## config.mk

```make
export PLATFORM = sky130hd
export DESIGN_NAME = cdms_ctrl
export DESIGN_NICKNAME = d
export VERILOG_FILES = /design/src/rtl/core/cdms_pkg.sv /design/src/rtl/core/cdms_ctrl.sv
export VERILOG_INCLUDE_DIRS = /design/src /design/src/rtl/core
export SDC_FILE = /design/constraint.sdc
export NUM_CORES = 1
export LEC_CHECK = 0
export BUFFER_PORTS_ARGS = -buffer_cell sky130_fd_sc_hd__buf_4
export CAP_MARGIN = 20
export CORE_AREA = 2 2 39 41
export CTS_BUF_LIST = sky130_fd_sc_hd__clkbuf_8
export CTS_CLUSTER_DIAMETER = 100
export DETAILED_ROUTE_END_ITERATION = 10
export DIE_AREA = 0 0 41 43
export PLACE_DENSITY_LB_ADDON = 0.3
export SLEW_MARGIN = 25
export SYNTH_ARGS = -nofsm -noshare
export SYNTH_HDL_FRONTEND = slang
export SYNTH_SLANG_ARGS = --single-unit
export TNS_END_PERCENT = 1
```

## constraint.sdc

```tcl
create_clock -name i_clk -period 1.4 [get_ports i_clk]
set_clock_uncertainty 0.15 [all_clocks]
set_input_delay 0.21 -clock i_clk [delete_from_list [all_inputs] [get_ports i_clk]]
set_output_delay 0.21 -clock i_clk [all_outputs]
set_load 0.03 [all_outputs]
```

## src/rtl/core/assert_macros.svh

```systemverilog
// Assertion macros shared by the capped distance map stamp RTL.
`ifndef ASSERT_MACROS_SVH
`define ASSERT_MACROS_SVH
`ifndef SYNTHESIS
`define ASSERT_IMPLY(lbl, clk, rst_n, ante, cons) \
    lbl: assert property (@(posedge clk) disable iff (!rst_n) (ante) |-> (cons)) \
        else $error("same-cycle implication failed");
`define ASSERT_NEXT(lbl, clk, rst_n, ante, cons) \
    lbl: assert property (@(posedge clk) disable iff (!rst_n) (ante) |=> (cons)) \
        else $error("next-cycle implication failed");
`else
`define ASSERT_IMPLY(lbl, clk, rst_n, ante, cons)
`define ASSERT_NEXT(lbl, clk, rst_n, ante, cons)
`endif
`endif

```

## src/rtl/core/cdms_pkg.sv

```systemverilog
// Package: constants, stencil table, state and command types of the distance map stamp.
package cdms_pkg;

    localparam int GRID_SIDE = 256;
    localparam int DMAX      = 8;
    localparam int SPAN      = 2 * DMAX + 1;
    localparam int STEN_N    = SPAN * SPAN;
    localparam int ROW_W     = $clog2(GRID_SIDE);
    localparam int CELL_W    = 2 * ROW_W;
    localparam int CELLS     = GRID_SIDE * GRID_SIDE;
    localparam int CENTRE    = GRID_SIDE / 2;
    localparam int COORD_W   = 8;
    localparam int DIST_W    = 4;
    localparam int IDX_W     = 16;
    localparam int CNT_W     = 17;
    localparam int MEM_W     = IDX_W + 1;
    localparam int SPAN_W    = $clog2(SPAN);
    localparam int STEN_W    = $clog2(STEN_N);
    localparam int SUM_W     = ((ROW_W > SPAN_W) ? ROW_W : SPAN_W) + 1;

    localparam logic KIND_ADD  = 1'b0;
    localparam logic KIND_READ = 1'b1;

    typedef logic [STEN_N-1:0][DIST_W-1:0] t_stencil;

    function automatic t_stencil build_stencil();
        t_stencil s;
        int dx;
        int dy;
        int sq;
        int r;
        s = '0;
        for (int rr = 0; rr < SPAN; rr++) begin
            for (int cc = 0; cc < SPAN; cc++) begin
                dx = (cc >= DMAX) ? cc - DMAX : DMAX - cc;
                dy = (rr >= DMAX) ? rr - DMAX : DMAX - rr;
                sq = dx * dx + dy * dy;
                r  = 0;
                while (r < DMAX && (r + 1) * (r + 1) <= sq) begin
                    r++;
                end
                s[rr * SPAN + cc] = DIST_W'(r);
            end
        end
        return s;
    endfunction

    localparam t_stencil STENCIL = build_stencil();

    typedef enum logic [2:0] {
        S_CLEAR,
        S_SEED,
        S_IDLE,
        S_MARK,
        S_SWEEP,
        S_DRAIN,
        S_LOOK,
        S_RESP
    } t_state;

    typedef struct packed {
        logic in_ready;
        logic load_in;
        logic load_seed;
        logic clr_wr;
        logic mark;
        logic sweep_rd;
        logic look;
        logic resp;
    } t_cmd;

    typedef struct packed {
        logic clr_last;
        logic sweep_last;
        logic out_free;
    } t_stat;

endpackage

```

## src/rtl/core/cdms_ctrl.sv

```systemverilog
// Controller: clearing pass, seed stamp, add and read sequencing.
`include "assert_macros.svh"
module cdms_ctrl (
    input  logic            i_clk,
    input  logic            i_rst_n,
    input  logic            i_in_valid,
    input  logic            i_in_kind,
    input  cdms_pkg::t_stat i_stat,
    output cdms_pkg::t_cmd  o_cmd
);

    cdms_pkg::t_state r_state;
    cdms_pkg::t_state n_state;
    logic             r_seed;
    logic             n_seed;

    always_ff @(posedge i_clk) begin
        if (!i_rst_n) begin
            r_state <= cdms_pkg::S_CLEAR;
            r_seed  <= 1'b0;
        end else begin
            r_state <= n_state;
            r_seed  <= n_seed;
        end
    end

    always_comb begin
        n_state = r_state;
        n_seed  = r_seed;
        case (r_state)
            cdms_pkg::S_CLEAR: begin
                if (i_stat.clr_last) begin
                    n_state = cdms_pkg::S_SEED;
                end
            end
            cdms_pkg::S_SEED: begin
                n_seed  = 1'b1;
                n_state = cdms_pkg::S_MARK;
            end
            cdms_pkg::S_IDLE: begin
                if (i_in_valid) begin
                    n_state = (i_in_kind == cdms_pkg::KIND_ADD) ? cdms_pkg::S_MARK
                                                                : cdms_pkg::S_LOOK;
                end
            end
            cdms_pkg::S_MARK: begin
                n_state = cdms_pkg::S_SWEEP;
            end
            cdms_pkg::S_SWEEP: begin
                if (i_stat.sweep_last) begin
                    n_state = cdms_pkg::S_DRAIN;
                end
            end
            cdms_pkg::S_DRAIN: begin
                n_seed  = 1'b0;
                n_state = r_seed ? cdms_pkg::S_IDLE : cdms_pkg::S_LOOK;
            end
            cdms_pkg::S_LOOK: begin
                n_state = cdms_pkg::S_RESP;
            end
            cdms_pkg::S_RESP: begin
                if (i_stat.out_free) begin
                    n_state = cdms_pkg::S_IDLE;
                end
            end
            default: begin
                n_state = cdms_pkg::S_CLEAR;
            end
        endcase
    end

    always_comb begin
        o_cmd = '0;
        case (r_state)
            cdms_pkg::S_CLEAR: begin
                o_cmd.clr_wr = 1'b1;
            end
            cdms_pkg::S_SEED: begin
                o_cmd.load_seed = 1'b1;
            end
            cdms_pkg::S_IDLE: begin
                o_cmd.in_ready = 1'b1;
                o_cmd.load_in  = i_in_valid;
            end
            cdms_pkg::S_MARK: begin
                o_cmd.mark = 1'b1;
            end
            cdms_pkg::S_SWEEP: begin
                o_cmd.sweep_rd = 1'b1;
            end
            cdms_pkg::S_LOOK: begin
                o_cmd.look = 1'b1;
            end
            cdms_pkg::S_RESP: begin
                o_cmd.resp = i_stat.out_free;
            end
            default: begin
                o_cmd = '0;
            end
        endcase
    end

    `ASSERT_NEXT(a_accept_starts, i_clk, i_rst_n, o_cmd.load_in, r_state == cdms_pkg::S_MARK || r_state == cdms_pkg::S_LOOK)
    `ASSERT_NEXT(a_sweep_ends, i_clk, i_rst_n, r_state == cdms_pkg::S_SWEEP && i_stat.sweep_last, r_state == cdms_pkg::S_DRAIN)
    `ASSERT_NEXT(a_seed_silent, i_clk, i_rst_n, r_state == cdms_pkg::S_DRAIN && r_seed, r_state == cdms_pkg::S_IDLE)
    `ASSERT_NEXT(a_resp_done, i_clk, i_rst_n, o_cmd.resp, r_state == cdms_pkg::S_IDLE && !r_seed)

endmodule

```

### Word-level counts from Yosys, hierarchy flattened

Index checks and enable logic that the tools add are counted.

* register bits: 4
* output and inout bits: 8

* equality and inequality tests: 11
* multiplexer cells: 15
* reduce and logical (&&, ||, !) cells: 3

Operators by type and width (number)
* $pmux W3 S8: 1
* $mux W3: 6
* $eq A3 B3 Y1 const B: 4
* $ne A2 B2 Y1 const B: 4
* $eq A3 B2 Y1 const B: 2
* $mux W1: 6
* $reduce_and A4 Y1: 1
* $eq A3 B1 Y1 const B: 1
* $logic_not A3 Y1: 1
* $mux W2: 1
* $pmux W1 S2: 1
* $reduce_bool A2 Y1: 1

### Depth between registers and ports, before layout

* depth after elaboration: 3
* gate-level depth with buffers: 4
* depth with buffers taken out: 3

### Worst setup path after synthesis

OpenSTA, ideal clock, no wires.

* path kind: flip-flop to output port
* from: register r_state[1]
* to: output port o_cmd[6] in the netlist's numbering
* data arrival time: 1346 ps
* required time: 1040 ps
* setup slack: -306 ps
* stages on the path, launching flop included: 4
* path buffers: 1
* cells stage by stage: dfxtp_1 -> buf_6 -> nor3b_2 -> and2_1

RTL lines
* start, declared: RTL line cdms_ctrl.sv:12 `cdms_pkg::t_state r_state;`
* start signal, assigned: RTL line cdms_ctrl.sv:19 `r_state <= cdms_pkg::S_CLEAR;`
* start signal, assigned: RTL line cdms_ctrl.sv:22 `r_state <= n_state;`
* end, declared: RTL line cdms_ctrl.sv:9 `output cdms_pkg::t_cmd o_cmd`

==> results_dict.tcl <==
set metrics [dict create \
    status "finished with violations" \
    violations "negative setup slack" \
    ant_nets 0 \
    numPortBuffers 14 \
    max_stage_delay_ps 350 \
    dieHeight_um 43 \
    clock_tree.buffer_depth 2 \
    grtUsageTotal 0.115 \
    crit_buf_inv 2 \
    hp-class "input port to flip-flop" \
    viasPerCell 4.52 \
    wl_per_cell_um 10.8 \
    io_pins 15 \
    grt_start_max_net_pins 8 \
    route.final.wire_length_um 809 \
    start_kind "flip-flop" \
    final.min_clock_period_ps 1410 \
    finalMaxSlewViolations 0 \
    fill_cells 148 \
    die_area_um2 1760 \
    ys_warn_count 0 \
    drc 0 \
    clock-sinks 4 \
    drive_gt1_frac 0.610 \
    cp-startpoint "r_state[1]" \
    syn_nets 43 \
    clock_latency_ps 220 \
    crit_slowest_cell "dfxtp_4" \
    synth_area_leaders "dfxtp_1, nor2_1, and3b_2, mux2i_1, nor3b_2" \
    place_congestion 0.617 \
    power_switching_uw 243 \
    ys_seq_elements 4 \
    power.internal_uw 497 \
    path_max_fanout 6 \
    worstHoldStart "i_rst_n" \
    synth_top_area_cell "dfxtp_1" \
    overflow 0 \
    timing.rr.start "r_state[1]" \
    cp.required_ps 1040 \
    path_delay_family "flip-flops" \
    diodes 0 \
    fin_nets 68 \
    fin_ws_ps -9.70 \
    min_period_over_period 1.01 \
    syn_to_final_growth_pct 90.2 \
    ir_worst_vdd_mv 0.441 \
    synth_cell_type_count 23 \
    yosysSeqAreaShare 0.272 \
    criticalPathCategory "flip-flop to output port" \
    die_w_um 41 \
    core.rowCount 14 \
    comb_power_share 0.444 \
    max_cap_viol_count 0 \
    rsz0062_at_grt "yes" \
    grt_pass1_vias 317 \
    clk_pin_slew_worst_paths_ps 30 \
    worstPathArrival_ps 1050 \
    postCtsHoldBufs 0 \
    dr.first_iter.drc_count 3 \
    start_util 0.212 \
    hold_viol_final 0 \
    crit_path_cell_trace "buf_6 -> nor3_1 -> buf_4" \
    fmax_ghz 0.709 \
    tightest_slew_ps 323 \
    pwr-share-clk 0.329 \
    place_ws_ps -5.50 \
    p_seq_frac 0.227 \
    syn-instance-count 36 \
    vias 339 \
    first_pass_iters 2 \
    grt_pass1_wl_um 1300 \
    finalSetupViolations 3 \
    cts_tree "yes" \
    synth_top_area_frac 0.272 \
    grt_antenna_before_repair 0 \
    numCtsBuffers 3 \
    power_density_nw_per_um2 1320 \
    synth_area_um2 294 \
    switching_share 0.328 \
    core_area_um2 1380 \
    p_leak_uw 0.000257 \
    hold_ws_ps 106 \
    clockRootBuffer "clkbuf_8" \
    cp-end-kind "output port" \
    max_slew_margin 0.782 \
    cts_max_level 1 \
    syn_area_per_cell_um2 8.17 \
]
## path summary, 6_finish.rpt
path	endpoint	slack, ps	cells past startpoint
worst max register to register	r_state[0]	110	4
worst min-delay path	r_seed	110	2
worst max-delay path	o_cmd[4]	-10	3
worst min register to register	r_seed	380	2
## cells in the mapped netlist
library cell,count
and3b_2,2
or2b_1,1
buf_2,1
nor3_1,1
nand2b_1,1
buf_6,1
o311a_1,1
a21boi_1,1
and2_1,1
nor2_1,7
a21oi_1,1
o21ai_0,2
mux2i_1,2
nand2_1,2
nor4b_1,1
nor3b_2,1
a21o_1,1
nor2b_1,1
buf_4,1
a21oi_2,1
a22oi_1,1
dfxtp_1,4
nor3b_1,1
## power groups by stage
stage | Combinational, µW | Clock (µW) | Sequential (µW)
global placement | 247 | 0 | 176
finish | 328 | 243 | 168
floorplan | 194 | 0 | 149
global route | 357 | 258 | 172
detailed placement | 247 | 0 | 177
CTS | 326 | 247 | 168
## through the flow
step           area [µm²]   util  total power, µW  cells  setup TNS (ps)
6_report              559  0.404              740     75           -25.4
5_1_grt               559  0.404              787     75            -224
4_1_cts               557  0.402              742     75           -49.4
3_5_place_dp          429  0.310              423     66           -7.86
3_3_place_gp          429  0.310              423     66               0
2_1_floorplan         305      -              343     36            -344
## state kept, by name, indices dropped and copies added (netlist names)
register / count
r_state: 3
r_seed: 1
## layout make-up
type,instances,area (µm²),share of cell area
sequential,4,91.3,0.163
tap,16,20.0,0.0358
multi-input combinational,29,211,0.378
clock buffer,3,41.3,0.0738
timing repair buffer,23,195,0.349
## cell usage in the layout, fill, tap and decap left out, types with 2 or more instances in the layout
cell type / netlist / layout
and3b_2: 2 / 2
buf_4: 1 / 17
buf_6: 1 / 6
clkbuf_8: 0 / 3
dfxtp_4: 0 / 3
mux2i_1: 2 / 2
nand2_1: 2 / 2
nor2_1: 7 / 7
o21ai_0: 2 / 2
## cells by family after synthesis
family,count (synthesis),synth area share
AOI/OAI and AO/OA,8,0.192
DFF,4,0.272
muxes,2,0.0681
buffers and inverters,3,0.0808
and+or+nand+nor,19,0.387
## layer usage
metal / up-vias / GRT usage / routed length [µm]
met1: 152 / 0.0965 / 320
met2: 14 / 0.200 / 426
met3: 0 / 0.0471 / 62
met5: - / 0 / 0
li1: 173 / - / -
met4: 0 / 0.0800 / 0
## timing repair
action                     4_1_cts  5_1_grt
cloned                           0        0
setup endpoints to repair        8        7
buffers inserted                 6        0
gates resized for setup         17        1
pin swaps                        5        0
(Power assumes the default switching activity.)
